===== src/ubxfr_pkg.sv =====
// ----------------------------------------------------------------------------
// ubxfr_pkg
// Shared types and constants of the binary GNSS frame receiver: byte roles,
// sync bytes, frame positions and the per-byte result word.
// ----------------------------------------------------------------------------
package ubxfr_pkg;

  localparam int unsigned ByteW = 8;
  localparam int unsigned LenW  = 16;
  localparam int unsigned PosW  = LenW + 1;

  localparam logic [ByteW-1:0] SyncFirst  = 8'hB5;
  localparam logic [ByteW-1:0] SyncSecond = 8'h62;

  localparam logic [PosW-1:0] PosHunt    = 17'd0;
  localparam logic [PosW-1:0] PosSync2   = 17'd1;
  localparam logic [PosW-1:0] PosClass   = 17'd2;
  localparam logic [PosW-1:0] PosId      = 17'd3;
  localparam logic [PosW-1:0] PosLenLo   = 17'd4;
  localparam logic [PosW-1:0] PosLenHi   = 17'd5;
  localparam logic [PosW-1:0] PosPayload = 17'd6;

  typedef enum logic [2:0] {
    ROLE_DISCARD = 3'd0,
    ROLE_SYNC    = 3'd1,
    ROLE_CLASS   = 3'd2,
    ROLE_ID      = 3'd3,
    ROLE_LENGTH  = 3'd4,
    ROLE_PAYLOAD = 3'd5,
    ROLE_CHECK   = 3'd6
  } role_e;

  typedef struct packed {
    logic [ByteW-1:0] data_byte;
    role_e            byte_role;
    logic [LenW-1:0]  payload_offset;
    logic [ByteW-1:0] frame_class;
    logic [ByteW-1:0] frame_id;
    logic [LenW-1:0]  payload_length;
    logic             frame_end;
    logic             frame_good;
  } res_t;

endpackage


===== src/ubx_frame_receiver_top.sv =====
// ----------------------------------------------------------------------------
// ubx_frame_receiver_top
// Binary GNSS frame receiver with Fletcher-8 check.
//
// Input channel (in_valid_i / in_ready_o / rx_byte_i) takes one received
// word per cycle while in_ready_o is high. Output channel (out_valid_o /
// out_ready_i) returns one result word per input word: the byte, its role,
// payload offset, held class, id and length, and frame end / good flags on
// the last check byte. The word sits in the input register, then moves
// through the parser into the result register. Throughput is one word per
// cycle while the output does not stall; the position counter and the two
// 8-bit sums update once per word. When the receiver stalls, the result
// register holds, the input register fills, and in_ready_o drops; nothing
// is lost.
// Reset empties both registers and sends the parser back to sync hunting
// with all sums and held fields cleared.
// ----------------------------------------------------------------------------
module ubx_frame_receiver_top (
  input  logic        clk_i,
  input  logic        rst_ni,
  input  logic        in_valid_i,
  output logic        in_ready_o,
  input  logic [7:0]  rx_byte_i,
  output logic        out_valid_o,
  input  logic        out_ready_i,
  output logic [7:0]  data_byte_o,
  output logic [2:0]  byte_role_o,
  output logic [15:0] payload_offset_o,
  output logic [7:0]  frame_class_o,
  output logic [7:0]  frame_id_o,
  output logic [15:0] payload_length_o,
  output logic        frame_end_o,
  output logic        frame_good_o
);
  import ubxfr_pkg::*;

  logic             s1_valid;
  logic [ByteW-1:0] s1_byte;
  logic             out_free;
  logic             advance;
  res_t             res_d;
  res_t             res_q;

  assign advance = s1_valid && out_free;

  ubxfr_in_stage u_in (
    .clk_i      (clk_i),
    .rst_ni     (rst_ni),
    .in_valid_i (in_valid_i),
    .in_ready_o (in_ready_o),
    .rx_byte_i  (rx_byte_i),
    .advance_i  (advance),
    .valid_o    (s1_valid),
    .byte_o     (s1_byte)
  );

  ubxfr_parser u_parser (
    .clk_i     (clk_i),
    .rst_ni    (rst_ni),
    .advance_i (advance),
    .byte_i    (s1_byte),
    .res_o     (res_d)
  );

  ubxfr_out_stage u_out (
    .clk_i       (clk_i),
    .rst_ni      (rst_ni),
    .load_i      (s1_valid),
    .res_i       (res_d),
    .ready_o     (out_free),
    .out_valid_o (out_valid_o),
    .out_ready_i (out_ready_i),
    .res_o       (res_q)
  );

  assign data_byte_o      = res_q.data_byte;
  assign byte_role_o      = res_q.byte_role;
  assign payload_offset_o = res_q.payload_offset;
  assign frame_class_o    = res_q.frame_class;
  assign frame_id_o       = res_q.frame_id;
  assign payload_length_o = res_q.payload_length;
  assign frame_end_o      = res_q.frame_end;
  assign frame_good_o     = res_q.frame_good;

endmodule


===== src/ubxfr_in_stage.sv =====
// ----------------------------------------------------------------------------
// ubxfr_in_stage
// Input register: captures one received byte and holds it until the parser
// moves it on.
// ----------------------------------------------------------------------------
module ubxfr_in_stage (
  input  logic                         clk_i,
  input  logic                         rst_ni,
  input  logic                         in_valid_i,
  output logic                         in_ready_o,
  input  logic [ubxfr_pkg::ByteW-1:0]  rx_byte_i,
  input  logic                         advance_i,
  output logic                         valid_o,
  output logic [ubxfr_pkg::ByteW-1:0]  byte_o
);
  import ubxfr_pkg::*;

  logic             valid_q;
  logic [ByteW-1:0] byte_q;

  assign in_ready_o = !valid_q || advance_i;
  assign valid_o    = valid_q;
  assign byte_o     = byte_q;

  always_ff @(posedge clk_i or negedge rst_ni) begin
    if (!rst_ni) begin
      valid_q <= 1'b0;
    end else if (in_ready_o) begin
      valid_q <= in_valid_i;
    end
  end

  always_ff @(posedge clk_i) begin
    if (in_valid_i && in_ready_o) begin
      byte_q <= rx_byte_i;
    end
  end

endmodule


===== src/ubxfr_parser.sv =====
// ----------------------------------------------------------------------------
// ubxfr_parser
// Frame tracker: position counter, Fletcher-8 sums and held header fields.
// Classifies one byte per advance and builds its result word.
// ----------------------------------------------------------------------------
module ubxfr_parser (
  input  logic                         clk_i,
  input  logic                         rst_ni,
  input  logic                         advance_i,
  input  logic [ubxfr_pkg::ByteW-1:0]  byte_i,
  output ubxfr_pkg::res_t              res_o
);
  import ubxfr_pkg::*;

  logic [PosW-1:0]  pos_q, pos_d;
  logic [LenW-1:0]  len_q, len_d;
  logic [ByteW-1:0] sum_a_q, sum_a_d;
  logic [ByteW-1:0] sum_b_q, sum_b_d;
  logic [ByteW-1:0] ck_a_q, ck_a_d;
  logic [ByteW-1:0] class_q, class_d;
  logic [ByteW-1:0] id_q, id_d;

  logic [PosW-1:0]  check_first;
  logic [ByteW-1:0] add_a;
  logic [ByteW-1:0] add_b;
  logic             do_sum;
  role_e            role;
  logic [LenW-1:0]  offset;
  logic             frame_end;
  logic             frame_good;

  assign check_first = PosPayload + {1'b0, len_q};
  assign add_a       = sum_a_q + byte_i;
  assign add_b       = sum_b_q + add_a;

  always_comb begin
    pos_d      = pos_q;
    len_d      = len_q;
    class_d    = class_q;
    id_d       = id_q;
    ck_a_d     = ck_a_q;
    sum_a_d    = sum_a_q;
    sum_b_d    = sum_b_q;
    do_sum     = 1'b0;
    role       = ROLE_DISCARD;
    offset     = '0;
    frame_end  = 1'b0;
    frame_good = 1'b0;
    if (pos_q == PosHunt) begin
      if (byte_i == SyncFirst) begin
        role    = ROLE_SYNC;
        sum_a_d = '0;
        sum_b_d = '0;
        class_d = '0;
        id_d    = '0;
        len_d   = '0;
        pos_d   = PosSync2;
      end
    end else if (pos_q == PosSync2) begin
      if (byte_i == SyncSecond) begin
        role  = ROLE_SYNC;
        pos_d = PosClass;
      end else begin
        pos_d = PosHunt;
      end
    end else if (pos_q == PosClass) begin
      role    = ROLE_CLASS;
      class_d = byte_i;
      do_sum  = 1'b1;
      pos_d   = PosId;
    end else if (pos_q == PosId) begin
      role   = ROLE_ID;
      id_d   = byte_i;
      do_sum = 1'b1;
      pos_d  = PosLenLo;
    end else if (pos_q == PosLenLo) begin
      role   = ROLE_LENGTH;
      len_d  = {{(LenW-ByteW){1'b0}}, byte_i};
      do_sum = 1'b1;
      pos_d  = PosLenHi;
    end else if (pos_q == PosLenHi) begin
      role   = ROLE_LENGTH;
      len_d  = {byte_i, len_q[ByteW-1:0]};
      do_sum = 1'b1;
      pos_d  = PosPayload;
    end else if (pos_q < check_first) begin
      role   = ROLE_PAYLOAD;
      offset = LenW'(pos_q - PosPayload);
      do_sum = 1'b1;
      pos_d  = pos_q + 1'b1;
    end else if (pos_q == check_first) begin
      role   = ROLE_CHECK;
      ck_a_d = byte_i;
      pos_d  = pos_q + 1'b1;
    end else begin
      role       = ROLE_CHECK;
      frame_end  = 1'b1;
      frame_good = (ck_a_q == sum_a_q) && (byte_i == sum_b_q);
      pos_d      = PosHunt;
    end
    if (do_sum) begin
      sum_a_d = add_a;
      sum_b_d = add_b;
    end
  end

  always_comb begin
    res_o.data_byte      = byte_i;
    res_o.byte_role      = role;
    res_o.payload_offset = offset;
    res_o.frame_end      = frame_end;
    res_o.frame_good     = frame_good;
    if (role == ROLE_DISCARD) begin
      res_o.frame_class    = '0;
      res_o.frame_id       = '0;
      res_o.payload_length = '0;
    end else begin
      res_o.frame_class    = class_d;
      res_o.frame_id       = id_d;
      res_o.payload_length = len_d;
    end
  end

  always_ff @(posedge clk_i or negedge rst_ni) begin
    if (!rst_ni) begin
      pos_q   <= PosHunt;
      len_q   <= '0;
      sum_a_q <= '0;
      sum_b_q <= '0;
      ck_a_q  <= '0;
      class_q <= '0;
      id_q    <= '0;
    end else if (advance_i) begin
      pos_q   <= pos_d;
      len_q   <= len_d;
      sum_a_q <= sum_a_d;
      sum_b_q <= sum_b_d;
      ck_a_q  <= ck_a_d;
      class_q <= class_d;
      id_q    <= id_d;
    end
  end

  a_good_needs_end: assert property (@(posedge clk_i) disable iff (!rst_ni)
    res_o.frame_good |-> res_o.frame_end)
    else $error("frame_good without frame_end");

  a_end_is_check: assert property (@(posedge clk_i) disable iff (!rst_ni)
    res_o.frame_end |-> (res_o.byte_role == ROLE_CHECK))
    else $error("frame_end on a non-check byte");

  a_pos_in_frame: assert property (@(posedge clk_i) disable iff (!rst_ni)
    (pos_q >= PosPayload) |-> (pos_q <= check_first + 1'b1))
    else $error("frame position beyond the check bytes");

  a_end_rehunt: assert property (@(posedge clk_i) disable iff (!rst_ni)
    (advance_i && res_o.frame_end) |=> (pos_q == PosHunt))
    else $error("no return to hunting after frame end");

endmodule


===== src/ubxfr_out_stage.sv =====
// ----------------------------------------------------------------------------
// ubxfr_out_stage
// Result register: holds one result word until the downstream side takes it.
// ----------------------------------------------------------------------------
module ubxfr_out_stage (
  input  logic             clk_i,
  input  logic             rst_ni,
  input  logic             load_i,
  input  ubxfr_pkg::res_t  res_i,
  output logic             ready_o,
  output logic             out_valid_o,
  input  logic             out_ready_i,
  output ubxfr_pkg::res_t  res_o
);
  import ubxfr_pkg::*;

  logic valid_q;
  res_t res_q;

  assign ready_o     = !valid_q || out_ready_i;
  assign out_valid_o = valid_q;
  assign res_o       = res_q;

  always_ff @(posedge clk_i or negedge rst_ni) begin
    if (!rst_ni) begin
      valid_q <= 1'b0;
    end else if (ready_o) begin
      valid_q <= load_i;
    end
  end

  always_ff @(posedge clk_i) begin
    if (load_i && ready_o) begin
      res_q <= res_i;
    end
  end

endmodule

===== config.mk =====
export PLATFORM = sky130hd
export DESIGN_NAME = ubx_frame_receiver_top
export DESIGN_NICKNAME = d
export VERILOG_FILES = /design/src/ubxfr_pkg.sv /design/src/ubx_frame_receiver_top.sv /design/src/ubxfr_in_stage.sv /design/src/ubxfr_parser.sv /design/src/ubxfr_out_stage.sv
export SDC_FILE = /design/constraint.sdc
export NUM_CORES = 1
export LEC_CHECK = 0
export BUFFER_PORTS_ARGS = -buffer_cell sky130_fd_sc_hd__buf_2
export CORE_UTILIZATION = 30
export CTS_CLUSTER_SIZE = 16
export DETAILED_ROUTE_END_ITERATION = 16
export SLEW_MARGIN = 5
export SYNTH_ARGS = -nofsm -noshare
export SYNTH_HDL_FRONTEND = slang
export SYNTH_SLANG_ARGS = --single-unit

===== constraint.sdc =====
create_clock -name clk_i -period 4.5 [get_ports clk_i]
set_input_delay 0.45 -clock clk_i [delete_from_list [all_inputs] [get_ports clk_i]]
set_output_delay 0.45 -clock clk_i [all_outputs]
set_load 0.02 [all_outputs]

# Yosys cells after proc, flatten, opt, wreduce, memory -nomap -nowiden
# Index checks and enable logic that the tools add are counted.
[totals] latchBits=0 ramBits=0 register_bits=144 elab_cells=106 mem_bits_ro=0 output_inout_bits=63 memories=0
[op_classes] div=0 n_eq_ne=11 n_reduce_logical=17 mul=0 n_mux=47 order_cmp=1 bitwise_logic=7 n_addsub=5 shifts=0
[op_table] op="17-bit 2-to-1 mux" n=9
[op_table] op="16-bit 2-to-1 mux" n=7
[op_table] op="8-bit 2-to-1 mux" n=13
[op_table] op="17-bit by 2-bit == test with 1-bit output (second input constant)" n=2
[op_table] op="17-bit by 3-bit == test with 1-bit output (second input constant)" n=2
[op_table] op="3-bit 2-to-1 mux" n=6
[op_table] op="17-bit by 1-bit adder with 17-bit output (second input constant)" n=1
[op_table] op="3-bit by 16-bit adder with 17-bit output (first input constant)" n=1
[op_table] op="17-bit by 1-bit == test with 1-bit output (second input constant)" n=1
[op_table] op="17-bit == test" n=1
[op_table] op="17-bit zero test" n=1
[op_table] op="17-bit less-than comparator" n=1
[op_table] op="8-bit adder" n=2
[op_table] op="8-bit == test" n=2
[op_table] op="16-bit by 3-bit subtractor with 16-bit output (second input constant)" n=1
[op_table] op="7-bit OR reduction" n=2
[op_table] op="1-bit 2-to-1 mux" n=10
[op_table] op="9-bit AND reduction" n=1
[op_table] op="8-bit by 7-bit == test with 1-bit output (second input constant)" n=1
[op_table] op="8-bit == test (second input constant)" n=1
[op_table] op="8-bit OR reduction" n=1
[op_table] op="1-bit inverter" n=7
[op_table] op="2-bit 2-to-1 mux" n=2
[op_table] op="2-bit nonzero test" n=2
[op_table] op="other kinds (7)" n=11

# Depth between registers and ports, before layout
# Gate-level depths: netlist of run 1.
[depth] word_depth=11 mapped_depth=14 ltp_nobuf=14

# Cells and area by module
# A second synthesis of run 1 with hierarchy kept.
[hier_totals] hier_cells=692 hier_area_um2=7766.2
[by_module_without_submodules] module="ubxfr_parser" area_per_inst_um2=5580.4 cells_each=614 instances=1
[by_module_without_submodules] module="ubxfr_out_stage" area_per_inst_um2=1885.6 cells_each=65 instances=1
[by_module_without_submodules] module="ubxfr_in_stage" area_per_inst_um2=294.0 cells_each=12 instances=1
[by_module_without_submodules] module="ubx_frame_receiver_top" area_per_inst_um2=6.3 cells_each=1 instances=1

# Worst setup path before layout of run 1
# No wires, ideal clock.
[synth_timing] path_type="reg2reg" from="register u_out.valid_q, in the netlist u_out.out_valid_o" to="register u_parser.pos_q[1]" path_slack_ns=0.989 n_path_buf=1 path_stages_with_launch=7 synth_period_minus_slack_ns=3.511 setup_ns=0.087 t_arrival_ns=3.423 path_cell_list="dfrtp_1 nand2b_1 nand2_1 inv_1 clkbuf_1 o21ai_0 o21ai_0"
[synth_between] elab_chain_len=4
[synth_rtl] element="start: declaration" line="ubxfr_out_stage.sv:17" source="logic valid_q;"
[synth_rtl] element="start signal: assignment" line="ubxfr_out_stage.sv:28" source="valid_q <= load_i;"
[synth_rtl] element="1-bit zero test" line="ubxfr_out_stage.sv:20" source="assign ready_o = !valid_q || out_ready_i;"
[synth_rtl] element="1-bit logical OR" line="ubxfr_out_stage.sv:20"
[synth_rtl] element="1-bit logical AND" line="ubx_frame_receiver_top.sv:44" source="assign advance = s1_valid && out_free;"
[synth_rtl] element="net advance" line="ubx_frame_receiver_top.sv:40" source="logic advance;"
[synth_rtl] element="2-bit AND reduction (no line)"
[synth_rtl] element="end signal: assignment" line="ubxfr_parser.sv:126" source="pos_q <= PosHunt;"
[synth_rtl] element="end signal: assignment" line="ubxfr_parser.sv:134" source="pos_q <= pos_d;"
[synth_rtl] element="end: declaration" line="ubxfr_parser.sv:15" source="logic [PosW-1:0] pos_q, pos_d;"
# The timed path passes the listed nets, and every way through them passes these cells.
# A chain may end at the register's enable or synchronous reset.

# Worst setup path after layout of run 1
[layout_timing] from="register u_in.byte_q[0], in the netlist u_in.byte_o[0]" to="register u_parser.sum_b_q[7]"
[layout_between] elab_chain_len=3
[layout_rtl] element="start: declaration" line="ubxfr_in_stage.sv:19" source="logic [ByteW-1:0] byte_q;"
[layout_rtl] element="start signal: assignment" line="ubxfr_in_stage.sv:35" source="byte_q <= rx_byte_i;"
[layout_rtl] element="8-bit adder or 8-bit == test (tied branches)" line="ubxfr_parser.sv:33, ubxfr_parser.sv:50"
[layout_rtl] element="8-bit adder or 2-bit nonzero test (tied branches)"
[layout_rtl] element="8-bit 2-to-1 mux or 3-bit AND reduction (tied branches)"
[layout_rtl] element="end signal: assignment" line="ubxfr_parser.sv:137" source="sum_b_q <= sum_b_d;"
[layout_rtl] element="end: declaration" line="ubxfr_parser.sv:18" source="logic [ByteW-1:0] sum_b_q, sum_b_d;"
# Parallel ways exist; a longest one is shown, timed or not.

==> impl_metrics.toml, run 1 <==
[synth]
ys_top_cells_by_count = "dfrtp_1, edfxtp_1, nor2_1"
netlist_area_um2 = 8070
avgSynthCellArea_um2 = 11.1
ys_warn_count = 0
synth.area.top_cells = "edfxtp_1, dfrtp_1, ha_1, a22o_1, xor2_1"
synth_edf_count = 69
syn_nets = 779
synth_top_area_frac = 0.257
synth_cells = 728
yosysSeqAreaShare = 0.489
ys_seq_elements = 144
ys.flop_type = "dfrtp_1"
ys_types = 73
synth_most_common_cell = "dfrtp_1"
synthArstFlopShare = 0.521
yosys.area.top_type = "edfxtp_1"

[sta]
period_share = 0.870
period_minus_slack_ps = 3920
hold_slack_ps = 184
rsz0062_at_grt = "false"
fmax_ghz = 0.255
setup_violations = 0
fin_worst_skew_ps = 11.3
hold_viol_final = 0
tightestPinTransition_ps = 1070
slew_viol_final = 0
fin_setup_tns_ps = 0
slew_headroom = 0.289

[placed_design]
gp_congestion = 0.830
placed_cells = 1110
dpl_cell_area_um2 = 8740
dp_hpwl_um = 14500
port_buffers = 74

[floorplan]
fp.dieH_um = 166
fp-row-count = 59
start_util = 0.308
ios = 75
dieWidth_um = 166
dieArea_um2 = 27600
core-area_um2 = 26200

[critical_path]
setup.worst_path.start_class = "register"
critPathArrivalTime_ps = 4250
cp-end-kind = "register"
rrSetupSlack_ps = 580
setup.worst_path.start = "u_in.byte_o[0]"
crit_type = "register to register"
r2r-start = "u_in.byte_o[0]"
cp.required_ps = 4830
cp_max_fo = 13

[clocking]
clock_latency_ps = 440
clockBufferDepth = 2
path_clk_slew_ps = 70
root_buffer = "clkbuf_16"
cts_tree = "built"
cts_setup_buffers = 0
cts-hold-fix-buffers = 0
cts_htree_levels = 4
cts_resized = 0
cts_made_buffers = 17
cts.sinks = 144

[global_route]
antenna_found_initial = 0
grt_max_degree = 76
grt_pass1_wl_um = 33700
grt_usage = 0.158
grt_pass1_vias = 6043
grt_overflow_total = 0

[finish]
antennaDiodeCount = 0
drive_gt1_frac = 0.219
fin_area_um2 = 9370
finish.net_count = 845
fin_util = 0.358
area_growth_pct = 16.0
layout.cells.non_filler = 1142

[pwr]
power-per-cell-area_nw_per_um2 = 703
p_leak_uw = 0.00404
combPwrFrac = 0.437
p_clk_frac = 0.234
p_seq_frac = 0.329
switching_share = 0.403
peakVddDrop_v = 0.000334
internal_power_uw = 3930
p_sw_uw = 2660

[drt]
ant_nets = 0
via_per_inst = 5.23
route.detailed.drc = 6
vias = 5973
wl_per_cell_um = 18.6
drt-initial-drc-count = 486
first_pass_iters = 11
wl_um = 21300

[job]
maxCapViolations = 0

[min_path]
hold_class = "input pin to register"
min-delay-start = "rx_byte_i[5]"

[outcome]
status = "complete, but fails checks"
failed_checks = "design-rule violations"
## metal layers
layer | GRT usage | up-vias | wire, µm
li1 | - | 2832 | -
met3 | 0.0365 | 27 | 960
met1 | 0.202 | 2966 | 9560
met5 | 0 | - | 0
met2 | 0.262 | 148 | 10400
met4 | 0.0512 | 0 | 352
## registers in the layout (all words and copies together) (netlist names)
signal and cells:
u_out.res_o 61, u_parser.ck_a_q 8, u_parser.len_q 16, u_in.byte_o 8, u_parser.id_q 8, u_parser.class_q 8
u_parser.sum_a_q 8, u_out.out_valid_o 1, u_in.valid_o 1, u_parser.pos_q 17, u_parser.sum_b_q 8
## cell type report
| cell class | instances | area, µm² |
|---|---|---|
| inverter | 19 | 71.3 |
| clock buffer | 17 | 425 |
| timing repair buffer | 89 | 485 |
| multi-input combinational | 523 | 3810 |
| sequential | 144 | 3950 |
| tap | 335 | 419 |
| clock inverter | 15 | 205 |
| fill | 2583 | 16800 |
## worst paths after layout
path / to / cells past startpoint
hold / removal: u_in.byte_o[5] / 1
setup / recovery: u_parser.sum_b_q[7] / 12
max in group asynchronous: u_parser.pos_q[11] / 1
setup reg to reg: u_parser.sum_b_q[7] / 12
min in group asynchronous: u_parser.class_q[6] / 1
hold reg to reg: u_out.out_valid_o / 1
## power groups by stage
stage / combinational [µW] / sequential, µW / clock [µW]
finish: 2880 / 2170 / 1540
global route: 3160 / 2210 / 1630
CTS: 2900 / 2170 / 1580
detailed placement: 2880 / 2180 / 0
global placement: 2810 / 2180 / 0
floorplan: 2030 / 2300 / 0
## stage by stage
step	power, µW	setup WS [ps]
6_report	6590	583
5_1_grt	7000	367
4_1_cts	6640	613
3_5_place_dp	5060	639
3_3_place_gp	4990	780
2_1_floorplan	4330	989
## layout by cell type (no fill, tap or decap), types with 3 or more instances in the layout
| cell type | instances |
|---|---|
| dfrtp_1 | 75 |
| buf_2 | 73 |
| edfxtp_1 | 69 |
| nor2_1 | 64 |
| a22o_1 | 47 |
| nand2_1 | 44 |
| o21ai_0 | 38 |
| ha_1 | 37 |
| a22oi_1 | 33 |
| xor2_1 | 32 |
| a21oi_1 | 24 |
| xnor2_1 | 22 |
| nor3_1 | 18 |
| nand3_1 | 18 |
| clkbuf_16 | 17 |
| inv_1 | 16 |
| buf_4 | 16 |
| nand4_1 | 11 |
| nor2b_2 | 11 |
| a21o_1 | 10 |
| and3_1 | 9 |
| mux2_2 | 9 |
| nor4_1 | 7 |
| nand2b_1 | 6 |
| nor2b_1 | 6 |
| nor3b_1 | 5 |
| o21ai_2 | 4 |
| or3_1 | 4 |
| bufinv_16 | 4 |
| nor4_4 | 3 |
| nor2_2 | 3 |
| o41ai_1 | 3 |
| o211ai_1 | 3 |
| mux2i_1 | 3 |
| nor3_4 | 3 |
| clkinv_2 | 3 |
| inv_6 | 3 |
## worst max-delay path: stages, from the launching register on
cell and delay, ps:
edfxtp_1 680, ha_1 380, fa_1 420, a21o_1 180
a21oi_1 230, xnor2_1 180, ha_1 310, nand2_1 100
o21ai_0 160, o41ai_1 480, xnor2_1 190, mux2_2 350
a21o_1 150
## cells by family after synthesis
| group | synth area share |
|---|---|
| DFF | 0.489 |
| adders and majority gates | 0.0623 |
| AOI/OAI and AO/OA | 0.170 |
| and+or+nand+nor | 0.165 |
| muxes | 0.0163 |
| xor gates and xnor gates | 0.0586 |
| buffers and inverters | 0.0386 |
(Power assumes the default switching activity.)
==> inputs of run 2 (changes only) <==
--- a/config.mk
+++ b/config.mk
@@ -5,6 +5,7 @@
 export SDC_FILE = /design/constraint.sdc
 export NUM_CORES = 1
 export LEC_CHECK = 0
+export ABC_AREA = 1
 export BUFFER_PORTS_ARGS = -buffer_cell sky130_fd_sc_hd__buf_2
 export CORE_UTILIZATION = 30
 export CTS_CLUSTER_SIZE = 16
==> run 2 against run 1 <==
- the flow now finishes without violations
- register-to-register slack improved by 30 ps
- die area increased by 6.7%
- synthesized cell count increased by 38%
- non-clock buffer count down 9
- first-iteration DRC count up 25%
- clock-buffer cell count increased by 2
- critical path type unchanged
==> impl_metrics.toml, run 2 <==
[synth]
synthArstFlopShare = 0.521
synth_edf_count = 69
synth.area.top_cells = "edfxtp_1, dfrtp_1, nand2_1, ha_1, inv_1"
ys_top_cells_by_count = "nand2_1, inv_1, nor2_1"
synth_cells = 1002
netlist_area_um2 = 8620
synth_top_area_frac = 0.240
synth_most_common_cell = "nand2_1"
ys.flop_type = "dfrtp_1"
yosysSeqAreaShare = 0.458
yosys.area.top_type = "edfxtp_1"
ys_warn_count = 0
ys_seq_elements = 144
ys_types = 45
avgSynthCellArea_um2 = 8.60
syn_nets = 1053

[placed_design]
dp_hpwl_um = 16000
dpl_cell_area_um2 = 9270
port_buffers = 74
gp_congestion = 0.864

[critical_path]
critPathArrivalTime_ps = 4160
cp.required_ps = 4770
rrSetupSlack_ps = 610
slowest_stage = "dfrtp_1"
r2r-start = "u_parser.len_q[1]"
r2r.worst_path.cells = 20
setup.worst_path.start = "u_parser.len_q[1]"
cpMostUsedCell = "inv_1"
cp-end-kind = "register"
crit_type = "register to register"
crit_path_max_incr_delay_ps = 390
critical_path.top_delay_family = "simple AND/OR/NAND/NOR gates"
cp_max_fo = 33
path_cells = "inv_1, ha_1, nor2_1, nand2_1, nor3_1, nand3_1, nor2_1, nand3_1, nor3_1, xor2_1, ha_1, nand4_1, inv_1, a21oi_1, nand3_2, inv_1, nand2_1, nand2_2, nand2_8, a21boi_1"
critical_path_buf_inv_count = 3
r2r_end = "u_out.res_o[6]"
setup.worst_path.start_class = "register"

[clocking]
cts-hold-fix-buffers = 0
path_clk_slew_ps = 70
cts_setup_buffers = 0
root_buffer = "clkbuf_16"
cts_resized = 0
cts.sinks = 144
clockBufferDepth = 2
cts_htree_levels = 4
cts_made_buffers = 17
cts_tree = "built"
clock_latency_ps = 430

[global_route]
grt_pass1_wl_um = 35800
grt_usage = 0.159
grt_pass1_vias = 6756
antenna_found_initial = 0
grt_overflow_total = 0
grt_max_degree = 62

[drt]
via_per_inst = 4.78
wl_met2_um = 10300
drt-initial-drc-count = 607
first_pass_iters = 5
wl_um = 22400
route.detailed.drc = 0
dr_wl_met3_um = 1110
wl_per_cell_um = 15.3
vias = 6973
dr.max_layer_used = "met4"
drt-met1-wl_um = 10500
ant_nets = 0

[floorplan]
ios = 75
fp.dieH_um = 172
core-area_um2 = 28000
fp-row-count = 61
start_util = 0.308
dieWidth_um = 172
dieArea_um2 = 29400

[finish]
final_cell_mix = "nand2_1, inv_1, nor2_1, dfrtp_1, buf_2"
layout_commonest_cell = "nand2_1"
finish.net_count = 1118
drive_gt1_frac = 0.145
fin_area_um2 = 9880
area_growth_pct = 14.6
antennaDiodeCount = 0
largest_reg_flops = 61

[sta]
hold_slack_ps = 153
period_share = 0.864
fin_worst_skew_ps = 13.7
rsz0062_at_grt = "false"
slew_viol_final = 0
fmax_ghz = 0.257
fin_setup_tns_ps = 0
hold_viol_final = 0
tightestPinTransition_ps = 952
slew_headroom = 0.365
setup_violations = 0
period_minus_slack_ps = 3890

[min_path]
hold_class = "input pin to asynchronous set/reset pin"

[outcome]
status = "complete, no violations"

[job]
maxCapViolations = 0
-- run 2: cell count changes after synthesis, sizes merged, moves of 23 or more --
cell / previous run / this run
a22oi: 33 / 0
a22o: 47 / 0
nand2: 45 / 255
o22ai: 1 / 31
a21oi: 26 / 56
inv: 18 / 114
nand3: 19 / 42
nor2: 69 / 92
-- run 2: logic make-up after synthesis --
group                      Yosys count  synth area share
adders and majority gates           39            0.0583
buffers and inverters              148            0.0776
and+or+nand+nor                    442             0.232
DFF                                144             0.458
xor gates and xnor gates            57            0.0579
AOI/OAI and AO/OA                  172             0.117
-- run 2: worst reg2reg max path, cell delays in order, from the launching register on --
cell and delay (ps):
dfrtp_1 390, inv_1 80, ha_1 220, nor2_1 100, nand2_1 80, nor3_1 260
nand3_1 160, nor2_1 190, nand3_1 130, nor3_1 200, xor2_1 170, ha_1 270
nand4_1 170, inv_1 60, a21oi_1 210, nand3_2 240, inv_1 140, nand2_1 90
nand2_2 130, nand2_8 180, a21boi_1 240
-- run 2: per-stage QoR --
stage / std cells / setup slack, ps / util
floorplan: 1002 / 1130 / -
global route: 1458 / 103 / 0.353
global placement: 1426 / 564 / 0.331
detailed placement: 1426 / 394 / 0.331
CTS: 1458 / 385 / 0.352
finish: 1458 / 612 / 0.353
-- run 2: worst max path at each step --
stage | cells past startpoint | to | slack, ps
2_1_floorplan | 19 | u_out.res_o[35] | 1130
3_3_place_gp | 20 | u_out.res_o[4] | 560
3_5_place_dp | 20 | u_out.res_o[4] | 390
4_1_cts | 20 | u_out.res_o[4] | 390
5_1_grt | 20 | u_out.res_o[2] | 100
6_report | 20 | u_out.res_o[6] | 610
-- run 2: layout make-up --
type,instances,area [µm²]
timing repair buffer,80,415
inverter,114,430
multi-input combinational,710,4020
fill,2865,18100
clock buffer,19,443
tap,378,473
clock inverter,13,153
sequential,144,3950
-- run 2: per-layer routing --
| metal | GRT usage | vias to the layer above |
|---|---|---|
| met2 | 0.260 | 177 |
| met4 | 0.0590 | 0 |
| met5 | 0 | - |
| met1 | 0.208 | 3280 |
| li1 | - | 3484 |
| met3 | 0.0320 | 32 |
Power of run 2 is left out: the tool's default activity adds up to more than one toggle a clock period on the data nets, which glitch-free logic cannot reach.
==> inputs of run 3 (changes only) <==
--- a/config.mk
+++ b/config.mk
@@ -10,6 +10,7 @@
 export CORE_UTILIZATION = 30
 export CTS_CLUSTER_SIZE = 16
 export DETAILED_ROUTE_END_ITERATION = 16
+export PLACE_DENSITY = 0.53
 export SLEW_MARGIN = 5
 export SYNTH_ARGS = -nofsm -noshare
 export SYNTH_HDL_FRONTEND = slang
==> run 3 against run 2 <==
- sequential cell count stayed put
- setup slack got worse by 190 ps
- routed wire length up 3.1%
- hold slack gained 30 ps
- register-to-register slack worse by 190 ps
- utilization is essentially flat
- via count fell by 0.52%
- global-route usage up 0.51 points
- cell area up 0.13%
- clock-buffer cell count is the same
- final cell count is essentially flat
- critical path type unchanged
- largest cell class unchanged
- highest routed layer unchanged
==> impl_metrics.toml, run 3 (synthesized netlist as in run 2, its figures left out) <==
[global_route]
grt_max_degree = 76
grt_usage = 0.165
antenna_found_initial = 0
grt_use_met2 = 0.261
grt_overflow_total = 0
gr-usage-met1 = 0.225
grt.busiest_layer = "met2"
grt_pass1_vias = 6704
grt_pass1_wl_um = 36600
use_met3 = 0.0292

[sta]
slew_headroom = 0.261
period_share = 0.905
fin_worst_skew_ps = 6.05
period_minus_slack_ps = 4070
fmax_ghz = 0.246
hold_viol_final = 0
setup_violations = 0
rsz0062_at_grt = "true"
slew_viol_final = 0
tightestPinTransition_ps = 1110

[placed_design]
gp_congestion = 0.880
dp_hpwl_um = 16100
dpl_cell_area_um2 = 9270
port_buffers = 74

[clocking]
path_clk_slew_ps = 70
cts-hold-fix-buffers = 0
root_buffer = "clkbuf_16"
cts.sinks = 144
cts_htree_levels = 4
cts_setup_buffers = 0
cts_resized = 0
cts_made_buffers = 17
clockBufferDepth = 2
clock_latency_ps = 430
cts_tree = "built"

[critical_path]
setup.worst_path.start_class = "register"
r2r-start = "u_parser.len_q[1]"
critPathArrivalTime_ps = 4340
path_cells = "inv_1, ha_1, nor2_1, nand2_1, nor3_1, nand3_1, nor2_1, nand3_1, nor3_1, xor2_1, ha_1, nand4_1, inv_1, a21oi_1, nand3_2, inv_1, nand2_1, nand2_2, nand2_4, a21boi_0"
cpMostUsedCell = "inv_1"
rrSetupSlack_ps = 430
crit_path_max_incr_delay_ps = 390
slowest_stage = "dfrtp_1"
critical_path_buf_inv_count = 3
r2r_end = "u_out.res_o[2]"
r2r.worst_path.cells = 20
cp_max_fo = 33
cp-end-kind = "register"
critical_path.top_delay_family = "simple AND/OR/NAND/NOR gates"
crit_type = "register to register"
cp.required_ps = 4770

[drt]
vias = 6937
drt-initial-drc-count = 486
wl_per_cell_um = 15.8
via_per_inst = 4.76
wl_um = 23000
route.detailed.drc = 0
ant_nets = 0
first_pass_iters = 5

[job]
maxCapViolations = 0

[finish]
fin_area_um2 = 9890
drive_gt1_frac = 0.143
antennaDiodeCount = 0
area_growth_pct = 14.7
largest_reg_flops = 61
final_cell_mix = "nand2_1, inv_1, nor2_1, dfrtp_1, buf_2"
layout_commonest_cell = "nand2_1"
finish.net_count = 1117

[min_path]
hold_class = "input pin to asynchronous set/reset pin"

[floorplan]
start_util = 0.308
dieArea_um2 = 29400
fp.dieH_um = 172
dieWidth_um = 172
fp-row-count = 61
ios = 75
core-area_um2 = 28000

[outcome]
status = "complete, no violations"
==> run 3: through the flow <==
| step | setup TNS [ps] | hold slack, ps | utilization | instances | setup WS (ps) |
|---|---|---|---|---|---|
| 6_report | 0 | 183 | 0.353 | 1457 | 427 |
| 3_5_place_dp | 0 | 474 | 0.331 | 1425 | 354 |
| 3_3_place_gp | 0 | 467 | 0.331 | 1425 | 516 |
| 4_1_cts | 0 | 174 | 0.353 | 1457 | 346 |
| 2_1_floorplan | 0 | 154 | - | 1002 | 1130 |
| 5_1_grt | -41.2 | 172 | 0.353 | 1457 | -20.7 |
==> run 3: area by class of cell <==
class	count	area [µm²]
fill	2926	18100
tap	378	473
multi-input combinational	710	4010
sequential	144	3950
clock inverter	13	189
inverter	114	430
clock buffer	19	433
timing repair buffer	79	410
==> run 3: worst max path at each step <==
stage | start | end | depth (start not counted)
final | u_parser.len_q[1] | u_out.res_o[2] | 20
after global placement | u_parser.len_q[1] | u_out.res_o[3] | 20
after floorplan | u_parser.len_q[1] | u_out.res_o[35] | 19
after detailed placement | u_parser.len_q[1] | u_out.res_o[3] | 20
after CTS | u_parser.len_q[1] | u_out.res_o[3] | 20
after global routing | u_parser.len_q[1] | u_out.res_o[4] | 20
==> run 3: per-layer routing <==
| metal | vias to the layer above | share of wire | wire length [µm] |
|---|---|---|---|
| met5 | - | 0 | 0 |
| met4 | 0 | 0.019 | 448 |
| met3 | 27 | 0.042 | 966 |
| met2 | 164 | 0.46 | 10600 |
| met1 | 3280 | 0.48 | 11000 |
| li1 | 3466 | - | - |
Power of run 3 is left out for the same reason.
